--- config.mk ---
export PLATFORM = sky130hd
export DESIGN_NAME = order_cancel_selector_unit
export DESIGN_NICKNAME = d
export VERILOG_FILES = /design/src/ocs_pkg.sv /design/src/order_cancel_selector_unit.sv /design/src/ocs_ctrl.sv /design/src/ocs_dpath.sv
export SDC_FILE = /design/constraint.sdc
export NUM_CORES = 2
export LEC_CHECK = 0
export BUFFER_PORTS_ARGS = -buffer_cell sky130_fd_sc_hd__buf_2
export CORE_MARGIN = 4
export CORE_UTILIZATION = 50
export DETAILED_ROUTE_END_ITERATION = 16
export MAX_ROUTING_LAYER = met4
export PLACE_DENSITY = 0.72
export SETUP_SLACK_MARGIN = 0.5
export SYNTH_ARGS = -nofsm -noshare
export SYNTH_HDL_FRONTEND = slang
export SYNTH_SLANG_ARGS = --single-unit
--- constraint.sdc ---
create_clock -name clock -period 12.2 [get_ports clock]
set_input_delay 1.22 -clock clock [delete_from_list [all_inputs] [get_ports clock]]
set_output_delay 1.22 -clock clock [all_outputs]
set_load 0.05 [all_outputs]
--- src/ocs_pkg.sv ---
// ----------------------------------------------------------------------------
// ocs_pkg
// Shared types and constants for the order cancel selector: field widths,
// action, status and cancel mode codes, and the controller/datapath links.
// ----------------------------------------------------------------------------
package ocs_pkg;

   // default table depth
   localparam int DEPTH_DEF = 32;

   // field widths
   localparam int ID_W     = 16;
   localparam int PRICE_W  = 32;
   localparam int MODE_W   = 4;
   localparam int STATUS_W = 2;

   // action codes
   localparam logic ACT_ADD    = 1'b0;
   localparam logic ACT_CANCEL = 1'b1;

   // side codes
   localparam logic SIDE_ASK = 1'b0;
   localparam logic SIDE_BID = 1'b1;

   // result status codes
   localparam logic [STATUS_W-1:0] ST_CANCELLED = 2'd0;
   localparam logic [STATUS_W-1:0] ST_NO_MATCH  = 2'd1;
   localparam logic [STATUS_W-1:0] ST_ADDED     = 2'd2;
   localparam logic [STATUS_W-1:0] ST_FULL      = 2'd3;

   // cancel mode codes
   localparam logic [MODE_W-1:0] M_RECENT      = 4'd0;
   localparam logic [MODE_W-1:0] M_RECENT_ASK  = 4'd1;
   localparam logic [MODE_W-1:0] M_RECENT_BID  = 4'd2;
   localparam logic [MODE_W-1:0] M_OLDEST      = 4'd3;
   localparam logic [MODE_W-1:0] M_OLDEST_ASK  = 4'd4;
   localparam logic [MODE_W-1:0] M_OLDEST_BID  = 4'd5;
   localparam logic [MODE_W-1:0] M_ALL         = 4'd6;
   localparam logic [MODE_W-1:0] M_ALL_ASKS    = 4'd7;
   localparam logic [MODE_W-1:0] M_ALL_BIDS    = 4'd8;
   localparam logic [MODE_W-1:0] M_CLOSE_ASK   = 4'd9;
   localparam logic [MODE_W-1:0] M_CLOSE_BID   = 4'd10;
   localparam logic [MODE_W-1:0] M_FAR_ASK     = 4'd11;
   localparam logic [MODE_W-1:0] M_FAR_BID     = 4'd12;

   // one table entry
   typedef struct packed {
      logic [ID_W-1:0]    id;
      logic               side;
      logic [PRICE_W-1:0] price;
   } entry_type;

   // controller to datapath commands
   typedef struct packed {
      logic load;     // capture the incoming transaction
      logic add;      // append the order and post the add result
      logic sweep;    // walk the table
      logic comp;     // the walk removes selected orders
      logic restart;  // rewind the walk for the compaction pass
      logic commit;   // take the compacted count
      logic miss;     // post the nothing-matched result
   } cmd_type;

   // datapath to controller status
   typedef struct packed {
      logic done;      // walk has passed the last entry
      logic found;     // scan selected at least one order
      logic out_free;  // result register can take a result
   } sts_type;

endpackage

--- src/order_cancel_selector_unit.sv ---
// ----------------------------------------------------------------------------
// order_cancel_selector_unit
// Age-ordered table of open orders with add and mode-driven cancel.
// ----------------------------------------------------------------------------
// An add transaction appends an order and returns one result (added, or
// rejected when the table is full). A cancel transaction walks the table
// twice through its single read port: a scan picks the orders to remove,
// then a compaction pass returns one result per removed order, oldest
// first, and closes the gap; results wait while the result side is not
// ready. A cancel that removes nothing returns a single nothing-matched
// result. One transaction is worked on at a time; the next one is taken
// in the cycle after the previous one finishes, which for a cancel that
// removes orders is the cycle after its compaction pass ends.
module order_cancel_selector_unit #(
   parameter int DEPTH = ocs_pkg::DEPTH_DEF
) (
   input  logic                          clock,
   input  logic                          reset,
   input  logic                          req_valid,
   output logic                          req_ready,
   input  logic                          req_action,
   input  logic [ocs_pkg::ID_W-1:0]      req_order_id,
   input  logic                          req_side,
   input  logic [ocs_pkg::PRICE_W-1:0]   req_price,
   input  logic [ocs_pkg::MODE_W-1:0]    req_cancel_mode,
   output logic                          rsp_valid,
   input  logic                          rsp_ready,
   output logic [ocs_pkg::STATUS_W-1:0]  rsp_status,
   output logic [ocs_pkg::ID_W-1:0]      rsp_cancelled_id,
   output logic                          rsp_last
);
   import ocs_pkg::*;

   cmd_type cmd;
   sts_type sts;

   // sequencing
   ocs_ctrl u_ctrl (
      .clock      (clock),
      .reset      (reset),
      .req_valid  (req_valid),
      .req_action (req_action),
      .req_ready  (req_ready),
      .sts        (sts),
      .cmd        (cmd)
   );

   // table and result path
   ocs_dpath #(
      .DEPTH (DEPTH)
   ) u_dpath (
      .clock            (clock),
      .reset            (reset),
      .cmd              (cmd),
      .sts              (sts),
      .req_order_id     (req_order_id),
      .req_side         (req_side),
      .req_price        (req_price),
      .req_cancel_mode  (req_cancel_mode),
      .rsp_valid        (rsp_valid),
      .rsp_ready        (rsp_ready),
      .rsp_status       (rsp_status),
      .rsp_cancelled_id (rsp_cancelled_id),
      .rsp_last         (rsp_last)
   );

endmodule

--- src/ocs_ctrl.sv ---
// ----------------------------------------------------------------------------
// ocs_ctrl
// Controller state machine: sequences add, scan, compaction and the
// nothing-matched result, and drives the datapath by command signals.
// ----------------------------------------------------------------------------
module ocs_ctrl (
   input  logic             clock,
   input  logic             reset,
   input  logic             req_valid,
   input  logic             req_action,
   output logic             req_ready,
   input  ocs_pkg::sts_type sts,
   output ocs_pkg::cmd_type cmd
);
   import ocs_pkg::*;

   typedef enum logic [4:0] {
      S_IDLE = 5'b00001,
      S_ADD  = 5'b00010,
      S_SCAN = 5'b00100,
      S_COMP = 5'b01000,
      S_MISS = 5'b10000
   } state_type;

   state_type state_ff;
   state_type state_in;

   // next state and commands
   always_comb begin
      state_in  = state_ff;
      cmd       = '0;
      req_ready = 1'b0;
      case (state_ff)
         S_IDLE: begin
            req_ready = 1'b1;
            if (req_valid) begin
               cmd.load = 1'b1;
               state_in = (req_action == ACT_ADD) ? S_ADD : S_SCAN;
            end
         end
         S_ADD: begin
            if (sts.out_free) begin
               cmd.add  = 1'b1;
               state_in = S_IDLE;
            end
         end
         S_SCAN: begin
            cmd.sweep = 1'b1;
            if (sts.done) begin
               cmd.restart = 1'b1;
               state_in    = sts.found ? S_COMP : S_MISS;
            end
         end
         S_COMP: begin
            cmd.sweep = 1'b1;
            cmd.comp  = 1'b1;
            if (sts.done) begin
               cmd.commit = 1'b1;
               state_in   = S_IDLE;
            end
         end
         S_MISS: begin
            if (sts.out_free) begin
               cmd.miss = 1'b1;
               state_in = S_IDLE;
            end
         end
         default: begin
            state_in = S_IDLE;
         end
      endcase
   end

   // state register
   always_ff @(posedge clock) begin
      if (reset) begin
         state_ff <= S_IDLE;
      end else begin
         state_ff <= state_in;
      end
   end

endmodule

--- src/ocs_dpath.sv ---
// ----------------------------------------------------------------------------
// ocs_dpath
// Datapath: order table memory, fill count, walk pointers, selection logic
// for the cancel modes and the result register.
// ----------------------------------------------------------------------------
module ocs_dpath #(
   parameter int DEPTH = ocs_pkg::DEPTH_DEF
) (
   input  logic                          clock,
   input  logic                          reset,
   input  ocs_pkg::cmd_type              cmd,
   output ocs_pkg::sts_type              sts,
   input  logic [ocs_pkg::ID_W-1:0]      req_order_id,
   input  logic                          req_side,
   input  logic [ocs_pkg::PRICE_W-1:0]   req_price,
   input  logic [ocs_pkg::MODE_W-1:0]    req_cancel_mode,
   output logic                          rsp_valid,
   input  logic                          rsp_ready,
   output logic [ocs_pkg::STATUS_W-1:0]  rsp_status,
   output logic [ocs_pkg::ID_W-1:0]      rsp_cancelled_id,
   output logic                          rsp_last
);
   import ocs_pkg::*;

   localparam int CNT_W = $clog2(DEPTH + 1);
   localparam int IDX_W = (DEPTH > 1) ? $clog2(DEPTH) : 1;
   localparam logic [CNT_W-1:0] FULL_CNT = CNT_W'(DEPTH);

   // order table
   entry_type mem [DEPTH];

   // transaction and walk state
   entry_type            new_entry_ff;
   logic [MODE_W-1:0]    mode_ff;
   logic [CNT_W-1:0]     count_ff;
   logic [CNT_W-1:0]     rd_idx_ff;
   logic [CNT_W-1:0]     keep_ff;
   entry_type            rd_data_ff;
   logic [IDX_W-1:0]     stage_idx_ff;
   logic                 stage_vld_ff;
   logic                 found_ff;
   logic [IDX_W-1:0]     pick_ff;
   logic [PRICE_W-1:0]   best_ff;

   // result register
   logic                 rsp_valid_ff;
   logic [STATUS_W-1:0]  rsp_status_ff;
   logic [ID_W-1:0]      rsp_id_ff;
   logic                 rsp_last_ff;

   logic                 want_bid;
   logic                 any_side;
   logic                 multi;
   logic                 side_ok;
   logic                 take;
   logic                 sel;
   logic                 out_free;
   logic                 stage_done;
   logic                 advance;
   logic                 issue;
   logic                 keep_wr;
   logic                 add_wr;
   logic                 emit_cancel;
   logic                 mem_we;
   logic [IDX_W-1:0]     mem_wa;
   entry_type            mem_wd;
   logic                 rsp_load;
   logic [STATUS_W-1:0]  rsp_status_in;
   logic [ID_W-1:0]      rsp_id_in;

   // mode decode
   always_comb begin
      want_bid = (mode_ff == M_RECENT_BID) || (mode_ff == M_OLDEST_BID) ||
                 (mode_ff == M_ALL_BIDS) || (mode_ff == M_CLOSE_BID) ||
                 (mode_ff == M_FAR_BID);
      any_side = (mode_ff == M_RECENT) || (mode_ff == M_OLDEST) || (mode_ff == M_ALL);
      multi    = (mode_ff == M_ALL) || (mode_ff == M_ALL_ASKS) || (mode_ff == M_ALL_BIDS);
      side_ok  = any_side || (rd_data_ff.side == want_bid);
   end

   // scan: does the staged entry become the current pick
   always_comb begin
      case (mode_ff)
         M_RECENT, M_RECENT_ASK, M_RECENT_BID,
         M_ALL, M_ALL_ASKS, M_ALL_BIDS: begin
            take = side_ok;
         end
         M_OLDEST, M_OLDEST_ASK, M_OLDEST_BID: begin
            take = side_ok && !found_ff;
         end
         M_CLOSE_ASK: begin
            take = side_ok && (!found_ff || (rd_data_ff.price <= best_ff));
         end
         M_CLOSE_BID: begin
            take = side_ok && (!found_ff || (rd_data_ff.price >= best_ff));
         end
         M_FAR_ASK: begin
            take = side_ok && (!found_ff || (rd_data_ff.price > best_ff));
         end
         M_FAR_BID: begin
            take = side_ok && (!found_ff || (rd_data_ff.price < best_ff));
         end
         default: begin
            take = 1'b0;
         end
      endcase
   end

   // walk control
   always_comb begin
      out_free    = !rsp_valid_ff || rsp_ready;
      sel         = multi ? side_ok : (stage_idx_ff == pick_ff);
      stage_done  = cmd.comp ? (!sel || out_free) : 1'b1;
      advance     = cmd.sweep && (!stage_vld_ff || stage_done);
      issue       = advance && (rd_idx_ff < count_ff);
      keep_wr     = cmd.comp && stage_vld_ff && !sel;
      emit_cancel = cmd.comp && stage_vld_ff && sel && out_free;
      add_wr      = cmd.add && (count_ff < FULL_CNT);
   end

   // table write port
   always_comb begin
      mem_we = add_wr || keep_wr;
      if (add_wr) begin
         mem_wa = count_ff[IDX_W-1:0];
         mem_wd = new_entry_ff;
      end else begin
         mem_wa = keep_ff[IDX_W-1:0];
         mem_wd = rd_data_ff;
      end
   end

   always_ff @(posedge clock) begin
      if (mem_we) begin
         mem[mem_wa] <= mem_wd;
      end
   end

   // table read port
   always_ff @(posedge clock) begin
      if (issue) begin
         rd_data_ff   <= mem[rd_idx_ff[IDX_W-1:0]];
         stage_idx_ff <= rd_idx_ff[IDX_W-1:0];
      end
   end

   // transaction capture
   always_ff @(posedge clock) begin
      if (cmd.load) begin
         new_entry_ff.id    <= req_order_id;
         new_entry_ff.side  <= req_side;
         new_entry_ff.price <= req_price;
         mode_ff            <= req_cancel_mode;
      end
   end

   // pick tracking during the scan
   always_ff @(posedge clock) begin
      if (cmd.sweep && !cmd.comp && stage_vld_ff && take) begin
         pick_ff <= stage_idx_ff;
         best_ff <= rd_data_ff.price;
      end
   end

   // control registers of the walk
   always_ff @(posedge clock) begin
      if (reset) begin
         count_ff     <= '0;
         rd_idx_ff    <= '0;
         keep_ff      <= '0;
         stage_vld_ff <= 1'b0;
         found_ff     <= 1'b0;
      end else begin
         if (cmd.load || cmd.restart) begin
            rd_idx_ff    <= '0;
            keep_ff      <= '0;
            stage_vld_ff <= 1'b0;
         end else begin
            if (issue) begin
               rd_idx_ff <= rd_idx_ff + 1'b1;
            end
            if (advance) begin
               stage_vld_ff <= issue;
            end
            if (keep_wr) begin
               keep_ff <= keep_ff + 1'b1;
            end
         end
         if (cmd.load) begin
            found_ff <= 1'b0;
         end else if (cmd.sweep && !cmd.comp && stage_vld_ff && take) begin
            found_ff <= 1'b1;
         end
         if (add_wr) begin
            count_ff <= count_ff + 1'b1;
         end else if (cmd.commit) begin
            count_ff <= keep_ff;
         end
      end
   end

   // result register
   always_comb begin
      rsp_load      = cmd.add || cmd.miss || emit_cancel;
      rsp_status_in = ST_CANCELLED;
      rsp_id_in     = '0;
      if (cmd.add) begin
         rsp_status_in = add_wr ? ST_ADDED : ST_FULL;
      end else if (cmd.miss) begin
         rsp_status_in = ST_NO_MATCH;
      end else begin
         rsp_id_in = rd_data_ff.id;
      end
   end

   always_ff @(posedge clock) begin
      if (reset) begin
         rsp_valid_ff <= 1'b0;
      end else if (rsp_load) begin
         rsp_valid_ff <= 1'b1;
      end else if (rsp_ready) begin
         rsp_valid_ff <= 1'b0;
      end
   end

   always_ff @(posedge clock) begin
      if (rsp_load) begin
         rsp_status_ff <= rsp_status_in;
         rsp_id_ff     <= rsp_id_in;
         rsp_last_ff   <= emit_cancel ? (stage_idx_ff == pick_ff) : 1'b1;
      end
   end

   assign rsp_valid        = rsp_valid_ff;
   assign rsp_status       = rsp_status_ff;
   assign rsp_cancelled_id = rsp_id_ff;
   assign rsp_last         = rsp_last_ff;

   assign sts.done     = !stage_vld_ff && (rd_idx_ff == count_ff);
   assign sts.found    = found_ff;
   assign sts.out_free = out_free;

   // fill count stays within the table
   a_count_range: assert property (@(posedge clock) disable iff (reset)
      count_ff <= FULL_CNT)
      else $error("order count beyond table depth");

   // compaction never writes ahead of the read pointer
   a_keep_behind: assert property (@(posedge clock) disable iff (reset)
      keep_ff <= rd_idx_ff)
      else $error("compaction pointer ahead of read pointer");

   // an add with room grows the table by one
   a_add_grows: assert property (@(posedge clock) disable iff (reset)
      (cmd.add && (count_ff < FULL_CNT)) |=> (count_ff == $past(count_ff) + 1'b1))
      else $error("add did not grow the table");

   // a result is never loaded over one that is still waiting
   a_no_overrun: assert property (@(posedge clock) disable iff (reset)
      (rsp_valid_ff && !rsp_ready) |-> !rsp_load)
      else $error("result register overrun");

endmodule

==> impl_results.md <==
* Worst-path clk slew at about 60 ps
* Slowest-stage cell, CP: buf_4
* First-pass GRT wire length at 234200 um
* Crit path capture: u_dpath.rd_data_ff[38]
* Post-synth EDFFs at 1731
* Setup TNS at 0 ps
* Final hold vios at 0
* Die width at ~380 um
* Setup WS pre-CTS at 6860 ps
* Cell row count at roughly 130
* Final Wtd Congestion at around 0.82
* Largest net degree at the start of global routing at ~120
* Top cell family by delay on the critical path: buffers and inverters
* Initial Util at 0.5049
* Hold Path Class: register to register
* H-tree Lvls at 4
* Sequential fraction of the synthesis area at 0.7762
* PD cells at about 160 mW/mm^2
* Critical path data required time at about 13000 ps
* Worst-case clock buffer depth at 3
* Die area at 0.1412 sq mm
* Final setup fails at 0
* Top FF cell, synth: edfxtp_1
* CP startpoint kind: register
* R2R depth at 6
* Wire per inst at 31.59 um
* Register bit total from synthesis at 1757
* GRT Overall Usage at 0.2372
* Post-Place Cells at 4746
* Post-synthesis cell area at between 0.06 and 0.07 sq mm
* PostCTS Resize Cnt at 0
* Layout cells sized above 1 at 0.3031
* Final ANT Viol Nets at 0
* Final worst-path cycle share at 0.4012
* CP Class: register to register
* Initial antenna violation count at 2
* R2r endpoint: u_dpath.rd_data_ff[38]
* Vias in the first global route at 32770
* Critical path arrival at about 5400 ps
* Fmax at between 0.2 and 0.25 GHz
* Relative slew margins at 0.1248
* Most frequent CP cell: buf_4
* DP Wirelength at 87600 um
* CTS Buf Count at between 150 and 200
* Drt via density at 6.295
* R2r startpoint: u_dpath.rd_idx_ff[1]
* Clock sink count at roughly 1800
* RSZ-0062 raised after global routing: no
* DR vias at approximately 32000
* Worst Setup SP: u_dpath.rd_idx_ff[1]
* Boundary pin count at 79
* Yosys warnings at 0
* Async SR Flop Fraction at 0
* Cell count after synthesis at between 2000 and 3000
* Fin worst setup slack at 7305 ps
* Lkg Pwr at ~23 nW
* Initial DRT Pass Iterations at 6
* Outcome: finished, final reports clean
* Total Routed Length at around 160000 um
* Avg Synthesized Cell Area at 22.84 sq um
* Syn nets at slightly above 3000
* Crit path cell chain: buf_4, buf_4, buf_4, mux4_2, mux4_2, mux2_2
* Placeable Area at 0.1340 sq mm
* Clock Latency Late Sink at 790 ps
* Hold_buf cts at 0
* CP max FO at 60
* Tightest Pin Transition at roughly 1300 ps
* Non-Filler Instances at 5064
* Maxcap violations at 0
* Crit path capture type: register
* R2r setup slk at 7300 ps
* Die height at between 300 and 400 um
* CTS tree: built
* Grt ovf at 0
* Setup bufs post-CTS at 0
* Synth cell types at 56
* Area share of the largest cell type after synthesis at 0.7685
* CP Depth at 6
* Crit path time final at roughly 4900 ps
* Area contributors post-synth: edfxtp_1, mux4_2, nand2_1
* CP bufs+invs at 3
* PortBufs at roughly 80
* Largest area contributor in the netlist: edfxtp_1
* Hold Crit Depth at 0
* Starting DRT DRC Count at roughly 4300
* Nets at 3250
* Worst VDD drop at approximately 0.00016 V
* Final Max Tran Viols at 0
* Design Power at ~0.012 W
* Ant. Diodes at 0
* Clock root cell: clkbuf_16
* # DRC at 0
* CP max stage delay at roughly 810 ps
* Final Skew at 23.29 ps
* Area growth syn-to-layout at 12.36%
==> worst register-to-register path: cells and delay by family (launching register included) <==
family / cells / cell delay, ps
buffers and inverters: 3 / 2440
multiplexers: 3 / 1430
flip-flops: 1 / 790
==> cell type report <==
class	count	area, sq um
well taps	1768	2212
inverters	48	180.2
clock buffers	200	4409
fillers	9310	57960
multi-input cells	1016	14610
repair buffers	157	996.0
flip-flops and latches	1757	52520
clock inverters	118	1074
==> flip-flops by register name (all words and copies together) (netlist names), 6 cells and up <==
signal,cells
u_dpath.new_entry_ff,49
u_dpath.best_ff,32
u_dpath.keep_ff,6
u_dpath.rd_idx_ff,6
u_dpath.mem,1568
u_dpath.rd_data_ff,49
u_dpath.count_ff,6
u_dpath.rsp_cancelled_id,16
==> synth_stat cells (all sizes together) (7+ instances only) <==
library cell and number:
mux4 490, dfxtp 26, clkbuf 63, and2 18
nand3 12, mux2 49, inv 48, nand2b 8
a21oi 36, o21ai 12, buf 77, nand4 16
nor2b 7, ha 41, nand2 179, nor2 71
xor2 13, edfxtp 1731
==> stage by stage <==
step | hold WS (ps) | util | instance area (sq um)
after floorplan | 426.4 | - | 67630
after global placement | 449.3 | 0.5264 | 70510
after detailed placement | 440.2 | 0.5264 | 70510
after CTS | 455.3 | 0.5673 | 76000
after global routing | 478.6 | 0.5673 | 76000
final | 452.7 | 0.5673 | 76000
==> per-layer routing <==
layer  GRT usage  routed length, um  vias up
met1      0.3119              59600    16970
li1            -                  -    12800
met5           -                  0        -
met2      0.3725              79900     1782
met4     0.09933               7191        0
met3     0.04083              13290      327
==> worst min path at each step <==
stage                           from  slack (ps)            endpoint
6_report       u_dpath.rd_data_ff[0]         450  u_dpath.best_ff[0]
5_1_grt        u_dpath.rd_data_ff[0]         480  u_dpath.best_ff[0]
4_1_cts        u_dpath.rd_data_ff[0]         460  u_dpath.best_ff[0]
3_5_place_dp   u_dpath.rd_data_ff[0]         440  u_dpath.best_ff[0]
3_3_place_gp   u_dpath.rd_data_ff[0]         450  u_dpath.best_ff[0]
2_1_floorplan  u_dpath.rd_data_ff[0]         430  u_dpath.best_ff[0]
==> where the power goes <==
part / switching, W / total, W / internal (W)
combinational: 0.0000744 / 0.0000982 / 0.0000239
sequential: 0.0000138 / 0.00660 / 0.00658
clock: 0.00225 / 0.00517 / 0.00292
total: 0.00233 / 0.0119 / 0.00953
==> placed cells by master (no fill, tap or decap), types with 3 or more instances in the layout <==
cell	n
inv_1	48
a21oi_1	35
dfxtp_1	21
and2_1	18
clkbuf_1	28
a31oi_1	3
nor2_4	34
buf_2	78
clkinvlp_4	10
o21ai_0	11
and3_1	3
a211oi_1	4
inv_6	9
o211ai_1	4
nor2_1	35
bufinv_16	15
mux4_2	490
mux2_2	49
xor2_1	13
ha_1	41
xnor2_1	3
nor2b_1	7
or3_1	4
nand2b_1	8
clkinv_2	35
nand3_1	12
dfxtp_4	5
clkbuf_16	172
clkinv_4	3
nand2_1	179
mux2i_1	6
a21o_1	3
buf_4	78
edfxtp_1	1731
nand4_1	16
clkinv_1	39
nor4_1	3
clkinv_8	5
==> logic make-up after synthesis <==
group,after synthesis,synth area share
xor+xnor,16,0.002072
mux,545,0.1722
fa+ha+maj,42,0.007733
flops,1757,0.7762
simple gates,328,0.02120
compound gates,85,0.008510
buf+inv,188,0.01204
Note: power is estimated with default switching activity, not from simulation.
